File: config.mk
export PLATFORM = sky130hd
export DESIGN_NAME = direct_path_freshness_tracker_flat
export DESIGN_NICKNAME = d
export VERILOG_FILES = /design/src/rtl/dpft_pkg.sv /design/src/rtl/dpft_chan_if.sv /design/src/rtl/dpft_step.sv /design/src/rtl/direct_path_freshness_tracker.sv /design/src/flat_wrapper.sv
export SDC_FILE = /design/constraint.sdc
export NUM_CORES = 1
export LEC_CHECK = 0
export BUFFER_PORTS_ARGS = -buffer_cell sky130_fd_sc_hd__clkbuf_2
export CORE_MARGIN = 2
export CORE_UTILIZATION = 60
export DETAILED_ROUTE_END_ITERATION = 8
export GPL_TIMING_DRIVEN = 0
export PLACE_DENSITY = 0.89
export SLEW_MARGIN = 25
export SYNTH_ARGS = -nofsm -noshare
export SYNTH_HDL_FRONTEND = slang
export SYNTH_SLANG_ARGS = --single-unit
File: constraint.sdc
create_clock -name clk -period 17.3 [get_ports clk]
set_input_delay 2.595 -clock clk [delete_from_list [all_inputs] [get_ports clk]]
set_output_delay 2.595 -clock clk [all_outputs]
set_load 0.01 [all_outputs]
File: src/rtl/dpft_pkg.sv
// shared types, codes and constants of the direct path freshness tracker
package dpft_pkg;

    localparam int SOURCE_COUNT = 6;
    localparam int SRC_W        = 3;
    localparam int TIME_W       = 32;
    localparam int GEN_W        = 32;
    localparam int FAIL_W       = 8;
    localparam int CFG_IDX_W    = 1;
    localparam int CFG_DATA_W   = 32;

    localparam logic [SRC_W:0]      SOURCE_LIMIT      = (SRC_W + 1)'(SOURCE_COUNT);
    localparam logic [GEN_W-1:0]    GEN_MAX           = '1;
    localparam logic [FAIL_W-1:0]   FAIL_MAX          = '1;
    localparam logic [TIME_W-1:0]   MAX_AGE_RESET     = 32'd600000;
    localparam logic [FAIL_W-1:0]   FAIL_THRESH_RESET = 8'd3;

    typedef enum logic [1:0] {
        OP_CLEAR  = 2'd0,
        OP_LEARN  = 2'd1,
        OP_EXPIRE = 2'd2,
        OP_NOTE   = 2'd3
    } op_t;

    typedef enum logic [1:0] {
        LIFE_NONE    = 2'd0,
        LIFE_VALID   = 2'd1,
        LIFE_EXPIRED = 2'd2,
        LIFE_FAILED  = 2'd3
    } life_t;

    typedef enum logic [1:0] {
        ST_NONE    = 2'd0,
        ST_APPLIED = 2'd1,
        ST_STALE   = 2'd2,
        ST_FLOOD   = 2'd3
    } status_t;

    typedef enum logic [CFG_IDX_W-1:0] {
        CFG_MAX_AGE     = 1'b0,
        CFG_FAIL_THRESH = 1'b1
    } cfg_idx_t;

    typedef struct packed {
        op_t                opcode;
        logic [SRC_W-1:0]   path_source;
        logic [TIME_W-1:0]  now_ms;
        logic [GEN_W-1:0]   claimed_gen;
        logic               success;
    } item_t;

    typedef struct packed {
        life_t              life;
        logic [SRC_W-1:0]   source;
        logic [GEN_W-1:0]   generation;
        logic [TIME_W-1:0]  learned_time;
        logic [TIME_W-1:0]  success_time;
        logic [TIME_W-1:0]  failure_time;
        logic [TIME_W-1:0]  expiry_time;
        logic [FAIL_W-1:0]  fail_run;
        logic               had_success;
    } path_state_t;

    typedef struct packed {
        status_t            status;
        life_t              lifecycle;
        logic [GEN_W-1:0]   generation_out;
        logic [SRC_W-1:0]   source_out;
        logic [FAIL_W-1:0]  failure_count;
        logic [TIME_W-1:0]  validated_at_ms;
        logic [TIME_W-1:0]  stale_after_ms;
        logic [TIME_W-1:0]  failed_at_ms;
    } result_t;

    typedef struct packed {
        logic [TIME_W-1:0]  max_age_ms;
        logic [FAIL_W-1:0]  failure_threshold;
    } cfg_t;

endpackage

File: src/rtl/dpft_chan_if.sv
// valid/ready channel interfaces for requests and responses
interface dpft_req_if;
    logic                                 valid;
    logic                                 ready;
    logic [1:0]                           opcode;
    logic [dpft_pkg::SRC_W-1:0]           path_source;
    logic [dpft_pkg::TIME_W-1:0]          now_ms;
    logic [dpft_pkg::GEN_W-1:0]           claimed_gen;
    logic                                 success;

    modport source (
        output valid, opcode, path_source, now_ms, claimed_gen, success,
        input  ready
    );
    modport sink (
        input  valid, opcode, path_source, now_ms, claimed_gen, success,
        output ready
    );
endinterface

interface dpft_rsp_if;
    logic                                 valid;
    logic                                 ready;
    logic [1:0]                           status;
    logic [1:0]                           lifecycle;
    logic [dpft_pkg::GEN_W-1:0]           generation_out;
    logic [dpft_pkg::SRC_W-1:0]           source_out;
    logic [dpft_pkg::FAIL_W-1:0]          failure_count;
    logic [dpft_pkg::TIME_W-1:0]          validated_at_ms;
    logic [dpft_pkg::TIME_W-1:0]          stale_after_ms;
    logic [dpft_pkg::TIME_W-1:0]          failed_at_ms;

    modport source (
        output valid, status, lifecycle, generation_out, source_out, failure_count,
               validated_at_ms, stale_after_ms, failed_at_ms,
        input  ready
    );
    modport sink (
        input  valid, status, lifecycle, generation_out, source_out, failure_count,
               validated_at_ms, stale_after_ms, failed_at_ms,
        output ready
    );
endinterface

File: src/rtl/dpft_step.sv
// next path state and response for one operation
module dpft_step (
    input  dpft_pkg::item_t       item,
    input  dpft_pkg::path_state_t cur,
    input  dpft_pkg::cfg_t        cfg,
    output dpft_pkg::path_state_t nxt,
    output dpft_pkg::result_t     result
);

    logic [dpft_pkg::TIME_W-1:0] refresh;
    logic [dpft_pkg::TIME_W-1:0] age;
    logic [dpft_pkg::TIME_W-1:0] new_expiry;
    logic [dpft_pkg::GEN_W-1:0]  gen_bumped;
    logic [dpft_pkg::FAIL_W-1:0] fail_run_inc;
    logic                        learn_ok;
    logic                        stale;
    dpft_pkg::status_t           status;

    assign refresh    = cur.had_success ? cur.success_time : cur.learned_time;
    assign age        = item.now_ms - refresh;
    assign new_expiry = item.now_ms + cfg.max_age_ms;
    assign gen_bumped = (cur.generation == dpft_pkg::GEN_MAX) ? cur.generation
                                                              : cur.generation + 1'b1;
    assign fail_run_inc = (cur.fail_run == dpft_pkg::FAIL_MAX) ? cur.fail_run
                                                               : cur.fail_run + 1'b1;
    assign learn_ok = (item.path_source != '0)
                   && ({1'b0, item.path_source} < dpft_pkg::SOURCE_LIMIT)
                   && (cur.generation != dpft_pkg::GEN_MAX);
    assign stale = (item.claimed_gen == '0)
                || (item.claimed_gen != cur.generation)
                || (cur.life != dpft_pkg::LIFE_VALID);

    always_comb
    begin
        nxt    = cur;
        status = dpft_pkg::ST_NONE;
        case (item.opcode)
            dpft_pkg::OP_CLEAR:
            begin
                nxt    = '0;
                status = dpft_pkg::ST_APPLIED;
            end
            dpft_pkg::OP_LEARN:
            begin
                if (learn_ok)
                begin
                    nxt              = '0;
                    nxt.life         = dpft_pkg::LIFE_VALID;
                    nxt.source       = item.path_source;
                    nxt.generation   = cur.generation + 1'b1;
                    nxt.learned_time = item.now_ms;
                    nxt.expiry_time  = new_expiry;
                    status           = dpft_pkg::ST_APPLIED;
                end
            end
            dpft_pkg::OP_EXPIRE:
            begin
                if (cur.life == dpft_pkg::LIFE_VALID && age > cfg.max_age_ms)
                begin
                    nxt.life       = dpft_pkg::LIFE_EXPIRED;
                    nxt.generation = gen_bumped;
                    status         = dpft_pkg::ST_APPLIED;
                end
            end
            dpft_pkg::OP_NOTE:
            begin
                if (stale)
                begin
                    status = dpft_pkg::ST_STALE;
                end
                else if (item.success)
                begin
                    nxt.success_time = item.now_ms;
                    nxt.had_success  = 1'b1;
                    nxt.expiry_time  = new_expiry;
                    nxt.fail_run     = '0;
                    status           = dpft_pkg::ST_APPLIED;
                end
                else
                begin
                    nxt.failure_time = item.now_ms;
                    nxt.fail_run     = fail_run_inc;
                    if (fail_run_inc < cfg.failure_threshold)
                    begin
                        status = dpft_pkg::ST_APPLIED;
                    end
                    else
                    begin
                        nxt.life       = dpft_pkg::LIFE_FAILED;
                        nxt.generation = gen_bumped;
                        status         = dpft_pkg::ST_FLOOD;
                    end
                end
            end
            default:
            begin
                nxt    = cur;
                status = dpft_pkg::ST_NONE;
            end
        endcase
    end

    always_comb
    begin
        result.status          = status;
        result.lifecycle       = nxt.life;
        result.generation_out  = nxt.generation;
        result.source_out      = nxt.source;
        result.failure_count   = nxt.fail_run;
        result.validated_at_ms = nxt.had_success ? nxt.success_time : nxt.learned_time;
        result.stale_after_ms  = nxt.expiry_time;
        result.failed_at_ms    = nxt.failure_time;
    end

endmodule

File: src/rtl/direct_path_freshness_tracker.sv
// top level of the direct path freshness tracker
//
//  channel | dir | transaction                                   | handshake
//  req     | in  | opcode, source, time, generation, success     | valid/ready
//  rsp     | out | status, lifecycle, path fields after the step | valid/ready
//  cfg     | in  | register index and data                       | cfg_we only
//
// two register stages: request register, then path state and response register.
// one transaction per cycle sustained while the response side takes each response.
// the state update and the response come from one short pass of compare/add logic.
// a stalled response holds the request register; the request side keeps taking
// a transaction as long as the request register empties in the same cycle.
// rst_n clears the path state, both valid flags and loads register defaults.
module direct_path_freshness_tracker (
    input  logic                              clk,
    input  logic                              rst_n,
    dpft_req_if.sink                          req,
    dpft_rsp_if.source                        rsp,
    input  logic                              cfg_we,
    input  logic [dpft_pkg::CFG_IDX_W-1:0]    cfg_index,
    input  logic [dpft_pkg::CFG_DATA_W-1:0]   cfg_data
);

    dpft_pkg::cfg_t        cfg_reg;
    dpft_pkg::item_t       item_reg;
    logic                  item_vld_reg;
    dpft_pkg::path_state_t state_reg;
    dpft_pkg::path_state_t state_next;
    dpft_pkg::result_t     rsp_reg;
    dpft_pkg::result_t     rsp_next;
    logic                  rsp_vld_reg;
    logic                  advance;

    // request register moves into the response register when that one is free
    assign advance   = item_vld_reg && (!rsp_vld_reg || rsp.ready);
    assign req.ready = !item_vld_reg || advance;

    always_ff @(posedge clk or negedge rst_n)
    begin
        if (!rst_n)
        begin
            cfg_reg.max_age_ms        <= dpft_pkg::MAX_AGE_RESET;
            cfg_reg.failure_threshold <= dpft_pkg::FAIL_THRESH_RESET;
        end
        else if (cfg_we)
        begin
            case (dpft_pkg::cfg_idx_t'(cfg_index))
                dpft_pkg::CFG_MAX_AGE:
                    cfg_reg.max_age_ms <= cfg_data;
                dpft_pkg::CFG_FAIL_THRESH:
                    cfg_reg.failure_threshold <= cfg_data[dpft_pkg::FAIL_W-1:0];
                default:
                    cfg_reg <= cfg_reg;
            endcase
        end
    end

    always_ff @(posedge clk or negedge rst_n)
    begin
        if (!rst_n)
        begin
            item_vld_reg <= 1'b0;
        end
        else if (req.ready)
        begin
            item_vld_reg <= req.valid;
        end
    end

    always_ff @(posedge clk)
    begin
        if (req.valid && req.ready)
        begin
            item_reg.opcode      <= dpft_pkg::op_t'(req.opcode);
            item_reg.path_source <= req.path_source;
            item_reg.now_ms      <= req.now_ms;
            item_reg.claimed_gen <= req.claimed_gen;
            item_reg.success     <= req.success;
        end
    end

    dpft_step u_step (
        .item   (item_reg),
        .cur    (state_reg),
        .cfg    (cfg_reg),
        .nxt    (state_next),
        .result (rsp_next)
    );

    always_ff @(posedge clk or negedge rst_n)
    begin
        if (!rst_n)
        begin
            state_reg   <= '0;
            rsp_vld_reg <= 1'b0;
        end
        else
        begin
            if (advance)
            begin
                state_reg <= state_next;
            end
            if (advance)
            begin
                rsp_vld_reg <= 1'b1;
            end
            else if (rsp.ready)
            begin
                rsp_vld_reg <= 1'b0;
            end
        end
    end

    always_ff @(posedge clk)
    begin
        if (advance)
        begin
            rsp_reg <= rsp_next;
        end
    end

    assign rsp.valid           = rsp_vld_reg;
    assign rsp.status          = rsp_reg.status;
    assign rsp.lifecycle       = rsp_reg.lifecycle;
    assign rsp.generation_out  = rsp_reg.generation_out;
    assign rsp.source_out      = rsp_reg.source_out;
    assign rsp.failure_count   = rsp_reg.failure_count;
    assign rsp.validated_at_ms = rsp_reg.validated_at_ms;
    assign rsp.stale_after_ms  = rsp_reg.stale_after_ms;
    assign rsp.failed_at_ms    = rsp_reg.failed_at_ms;

endmodule

File: src/flat_wrapper.sv
// flat-port wrapper written by rule: the top's interface ports become plain ports
module direct_path_freshness_tracker_flat 
  (clk, rst_n, cfg_we, cfg_index, cfg_data, req_valid, req_opcode, req_path_source, req_now_ms, req_claimed_gen, req_success, req_ready, rsp_valid, rsp_status, rsp_lifecycle, rsp_generation_out, rsp_source_out, rsp_failure_count, rsp_validated_at_ms, rsp_stale_after_ms, rsp_failed_at_ms, rsp_ready);
  dpft_req_if req_i ();
  dpft_rsp_if rsp_i ();
  input  logic clk;
  input  logic rst_n;
  input  logic cfg_we;
  input  logic [dpft_pkg::CFG_IDX_W-1:0] cfg_index;
  input  logic [dpft_pkg::CFG_DATA_W-1:0] cfg_data;
  input wire logic [$bits(req_i.valid)-1:0] req_valid;
  input wire logic [$bits(req_i.opcode)-1:0] req_opcode;
  input wire logic [$bits(req_i.path_source)-1:0] req_path_source;
  input wire logic [$bits(req_i.now_ms)-1:0] req_now_ms;
  input wire logic [$bits(req_i.claimed_gen)-1:0] req_claimed_gen;
  input wire logic [$bits(req_i.success)-1:0] req_success;
  output wire logic [$bits(req_i.ready)-1:0] req_ready;
  output wire logic [$bits(rsp_i.valid)-1:0] rsp_valid;
  output wire logic [$bits(rsp_i.status)-1:0] rsp_status;
  output wire logic [$bits(rsp_i.lifecycle)-1:0] rsp_lifecycle;
  output wire logic [$bits(rsp_i.generation_out)-1:0] rsp_generation_out;
  output wire logic [$bits(rsp_i.source_out)-1:0] rsp_source_out;
  output wire logic [$bits(rsp_i.failure_count)-1:0] rsp_failure_count;
  output wire logic [$bits(rsp_i.validated_at_ms)-1:0] rsp_validated_at_ms;
  output wire logic [$bits(rsp_i.stale_after_ms)-1:0] rsp_stale_after_ms;
  output wire logic [$bits(rsp_i.failed_at_ms)-1:0] rsp_failed_at_ms;
  input wire logic [$bits(rsp_i.ready)-1:0] rsp_ready;
  assign req_i.valid = req_valid;
  assign req_i.opcode = req_opcode;
  assign req_i.path_source = req_path_source;
  assign req_i.now_ms = req_now_ms;
  assign req_i.claimed_gen = req_claimed_gen;
  assign req_i.success = req_success;
  assign req_ready = req_i.ready;
  assign rsp_valid = rsp_i.valid;
  assign rsp_status = rsp_i.status;
  assign rsp_lifecycle = rsp_i.lifecycle;
  assign rsp_generation_out = rsp_i.generation_out;
  assign rsp_source_out = rsp_i.source_out;
  assign rsp_failure_count = rsp_i.failure_count;
  assign rsp_validated_at_ms = rsp_i.validated_at_ms;
  assign rsp_stale_after_ms = rsp_i.stale_after_ms;
  assign rsp_failed_at_ms = rsp_i.failed_at_ms;
  assign rsp_i.ready = rsp_ready;
  direct_path_freshness_tracker u_core (.clk(clk), .rst_n(rst_n), .req(req_i), .rsp(rsp_i), .cfg_we(cfg_we), .cfg_index(cfg_index), .cfg_data(cfg_data));
endmodule
==> summary.txt <==
CLOCKING
---------------------------------------------------------------------------------
Max Buffers Root-to-Sink                                                        3
Number of hold buffers added after cts                                          0
Register clock-pin slew on the reported worst setup and hold paths        0.06 ns
Post-CTS setup buffers                                                          0
Total of cells resized after clock tree synthesis                               0
Master cell of the clock root buffer                                 sky130_fd_sc_hd__clkbuf_16
TritonCTS clock tree                                                          yes
H-Tree Level Count                                                              2
Clk_lat worst skew                                                        0.59 ns
TritonCTS buffer count                                                         45
CTS sink cnt                                                                  429

CRITICAL PATH
---------------------------------------------------------------------------------
Crit path launch type                                                        flop
Arrival time at the worst endpoint                                        8.75 ns
Largest fanout on the critical path                                            10
Slowest stage cell, crit path                                        sky130_fd_sc_hd__clkbuf_1
Last element of the critical path                                    u_core.rsp.generation_out[15]$_DFFE_PP_
Cell seen most often among critical-path stages                      sky130_fd_sc_hd__clkbuf_1
Endpoint of the lowest-slack register-to-register path               u_core.rsp.generation_out[15]$_DFFE_PP_
Reg-to-reg critical path startpoint                                  u_core.state_reg[0]$_DFFE_PN0P_
Start-to-end type of the worst setup path                              reg -> reg
Worst path max stage delay                                                0.65 ns
Start point of the critical path                                     u_core.state_reg[0]$_DFFE_PN0P_
Number of cell instances on the worst register-to-register path                25
Reg-to-reg setup timing slack                                             8.86 ns
Nature of the critical path endpoint                                         flop
Data required time at the worst endpoint                                 17.61 ns

FINAL LAYOUT
---------------------------------------------------------------------------------
Area growth, synth to finish                                               16.18%
Final Cell Area                                                      0.02627 mm^2
Max FFs per register                                                          174
Number of nets in the layout                                                 2638
Ant diodes                                                                      0
Storage element area                                                 0.01181 mm^2
FILL cells                                                                   2680
Share of layout cells above drive strength 1                               17.80%
Footprint of the multi-input gates                                   0.009932 mm^2

FLOORPLAN
---------------------------------------------------------------------------------
Starting utilization of the core area                                      60.45%
Width of the die                                                         198.1 um
Die height                                                               198.1 um
Area of the die                                                      0.03925 mm^2
Placeable core region                                                0.03740 mm^2
I/O pin total                                                                 253
Site Rows                                                                      71

TIMING
---------------------------------------------------------------------------------
Period utilisation layout                                                  48.79%
Post-layout worst setup margin                                           8.860 ns
Final total negative setup slack                                             0 ns
Worst clock skew                                                       0.01287 ns
Worst relative slew slack                                                  35.65%
Number of slew-limit violations in the final report                             0
Max Clock Freq                                                          118.5 MHz
Final hold vios                                                                 0
Setup repair after global routing missed its margin                            no
Post-layout minimum cycle time                                           8.440 ns
Pin slew with the least headroom to its limit                           0.9653 ns
Total setup violations reported at the end of the flow                          0

PLACED DESIGN
---------------------------------------------------------------------------------
Instance area at placement                                           0.02472 mm^2
Sum of net half-perimeters after detailed placement                      49210 um
Routability Congestion                                                     0.9615
Number of I/O port buffers                                                    252
Worst slack at placement                                                 9.291 ns

SYNTHESIS
---------------------------------------------------------------------------------
Post-synthesis average cell area                                       10.68 um^2
Compound-cell area share of the yosys netlist                              19.80%
Count of synthesis-stage warnings from yosys                                    0
#FFs+latches synth                                                            429
Count of flip-flops with a built-in enable after synthesis                    213
Post-synthesis net count                                                     2331
Combinational family with the most area after synthesis              compound AO/OA/AOI/OAI gates
Mapped Cells                                                                 2117
Synth Area in Simple Gates                                                 11.36%
Dominant cell by count in the synthesized netlist                    sky130_fd_sc_hd__nand2_1
Prevailing post-synth register cell                                  sky130_fd_sc_hd__edfxtp_1
Async SR Flop Fraction                                                     50.35%
Leading area contributor after synthesis                             sky130_fd_sc_hd__edfxtp_1
Most instantiated cells after synthesis                              sky130_fd_sc_hd__nand2_1, sky130_fd_sc_hd__edfxtp_1, sky130_fd_sc_hd__dfrtp_1, sky130_fd_sc_hd__o21ai_0, sky130_fd_sc_hd__a22o_1
Mux contribution to synthesized area                                       3.298%
Number of distinct library cells after synthesis                               74
Top post-synthesis cells by area                                     sky130_fd_sc_hd__edfxtp_1, sky130_fd_sc_hd__dfrtp_1, sky130_fd_sc_hd__a22o_1
Share of the yosys chip area belonging to registers                        52.26%
Area share of the largest cell type after synthesis                        28.29%
Post-Synthesis Cell Area                                             0.02261 mm^2
Xor and xnor fraction of the mapped netlist area                           3.525%
Post-synthesis adder-cell area fraction                                    5.933%

ROUTE
---------------------------------------------------------------------------------
TritonRoute pass-1 iters                                                        6
Total wire length after detailed routing                                 67190 um
Remaining design rule violation count                                           0
Iter 0 DRT Violations                                                        2093
Via count of the routed design                                              19121
Number of nets with antenna violations after routing                            0
Post-detailed-route wirelength per cell                                  22.61 um
Detailed-route vias per instance                                            6.434

GLOBAL ROUTING
---------------------------------------------------------------------------------
First-pass GRT wire length                                              102900 um
Antenna violations before repair                                                0
Maximum number of pins on one net before global-route repair                   80
GR Overflow Total                                                               0
GRT Total Usage                                                            34.24%
Via count of the first global-routing pass                                  18589

POWER
---------------------------------------------------------------------------------
Max VDD drop                                                             98.16 uV
Total power per unit cell area                                       114.0 mW/mm^2
Leakage dissipation                                                      11.49 nW

HOLD PATH
---------------------------------------------------------------------------------
Worst hold path class                                                  reg -> reg

JOB
---------------------------------------------------------------------------------
# Max-Cap Violations                                                            0

RUN STATUS
---------------------------------------------------------------------------------
Run status                                                              completed

==> final cells by class <==
cell class	instances	area share [%]
Sequential cell	429	44.98
Inverter	81	1.158
Buffer	120	2.139
Clock inverter	25	1.167
Tap cell	511	2.434
Clock buffer	59	4.725
Timing Repair Buffer	260	5.588
Multi-Input combinational cell	1487	37.81
==> worst min path at each step <==
stage	from	to	slack, ns	cells after the start
2_1_floorplan	u_core.state_reg[169]$_DFFE_PN0P_	u_core.state_reg[169]$_DFFE_PN0P_	0.45	2
3_3_place_gp	u_core.state_reg[40]$_DFFE_PN0P_	u_core.state_reg[40]$_DFFE_PN0P_	0.46	2
3_5_place_dp	u_core.state_reg[40]$_DFFE_PN0P_	u_core.state_reg[40]$_DFFE_PN0P_	0.47	2
4_1_cts	u_core.state_reg[40]$_DFFE_PN0P_	u_core.state_reg[40]$_DFFE_PN0P_	0.48	2
5_1_grt	u_core.state_reg[33]$_DFFE_PN0P_	u_core.state_reg[33]$_DFFE_PN0P_	0.51	2
6_report	u_core.state_reg[22]$_DFFE_PN0P_	u_core.state_reg[22]$_DFFE_PN0P_	0.48	2
==> where the power goes <==
group / total, mW / switching (mW) / internal [mW]
Sequential: 1.26 / 0.0715 / 1.19
Clock: 1.02 / 0.411 / 0.611
Combinational: 0.708 / 0.426 / 0.283
Total: 2.99 / 0.908 / 2.08
==> stage by stage <==
stage / hold slack (ns) / total power, mW / std cells / utilization (%)
global placement: 0.4587 / 1.933 / 2880 / 65.53
CTS: 0.4792 / 2.983 / 2972 / 70.23
detailed placement: 0.4665 / 1.964 / 2888 / 66.09
global route: 0.5055 / 3.111 / 2972 / 70.23
finish: 0.4841 / 2.993 / 2972 / 70.23
floorplan: 0.4461 / 1.731 / 2117 / -
==> cells by family (layout without fill, tap and decap cells) <==
family / Yosys count / after routing
AOI/OAI and AO/OA: 671 / 671
xor gates and xnor gates: 91 / 91
buffers and inverters: 201 / 545
adders and majority gates: 106 / 106
muxes: 71 / 71
DFF: 429 / 429
and+or+nand+nor: 548 / 548
==> worst max-delay path, delay by kind of cell (launching register included) <==
kind	cells	cell delay [ns]
compound gates	11	3.36
fa+ha+maj	2	0.73
xor+xnor	1	0.10
flops	1	0.37
mux	1	0.24
simple gates	6	1.27
buf+inv	4	2.07
==> metal layers <==
| metal | track usage, % | share of wire, % |
|---|---|---|
| met5 | 0 | 0 |
| met2 | 54.23 | 46 |
| met3 | 6.047 | 9.2 |
| met4 | 14.81 | 4.3 |
| met1 | 46.67 | 40 |
==> cell usage in the layout, fill, tap and decap left out, types with 7 or more instances in the layout <==
cell	n
sky130_fd_sc_hd__o21ai_1	11
sky130_fd_sc_hd__nor2b_1	13
sky130_fd_sc_hd__o211ai_1	8
sky130_fd_sc_hd__clkbuf_16	47
sky130_fd_sc_hd__o31ai_1	15
sky130_fd_sc_hd__ha_1	104
sky130_fd_sc_hd__a21o_1	40
sky130_fd_sc_hd__o21ai_0	193
sky130_fd_sc_hd__dfrtp_1	206
sky130_fd_sc_hd__xnor2_1	40
sky130_fd_sc_hd__mux2i_1	43
sky130_fd_sc_hd__clkinv_2	8
sky130_fd_sc_hd__nor3_1	34
sky130_fd_sc_hd__and3_1	14
sky130_fd_sc_hd__dfstp_2	10
sky130_fd_sc_hd__nand3_1	37
sky130_fd_sc_hd__a21oi_1	132
sky130_fd_sc_hd__clkbuf_2	252
sky130_fd_sc_hd__o22ai_1	10
sky130_fd_sc_hd__mux2_2	28
sky130_fd_sc_hd__edfxtp_1	213
sky130_fd_sc_hd__a211oi_1	8
sky130_fd_sc_hd__bufinv_16	7
sky130_fd_sc_hd__nor2_1	97
sky130_fd_sc_hd__nand2b_1	16
sky130_fd_sc_hd__nand2_1	246
sky130_fd_sc_hd__inv_1	81
sky130_fd_sc_hd__nand4_1	27
sky130_fd_sc_hd__buf_2	34
sky130_fd_sc_hd__a31oi_1	15
sky130_fd_sc_hd__a22o_1	167
sky130_fd_sc_hd__nor4_1	21
sky130_fd_sc_hd__and2_1	10
sky130_fd_sc_hd__o21a_1	12
sky130_fd_sc_hd__o21bai_1	10
sky130_fd_sc_hd__xor2_1	51
sky130_fd_sc_hd__clkbuf_1	79
(Power assumes the default switching activity.)
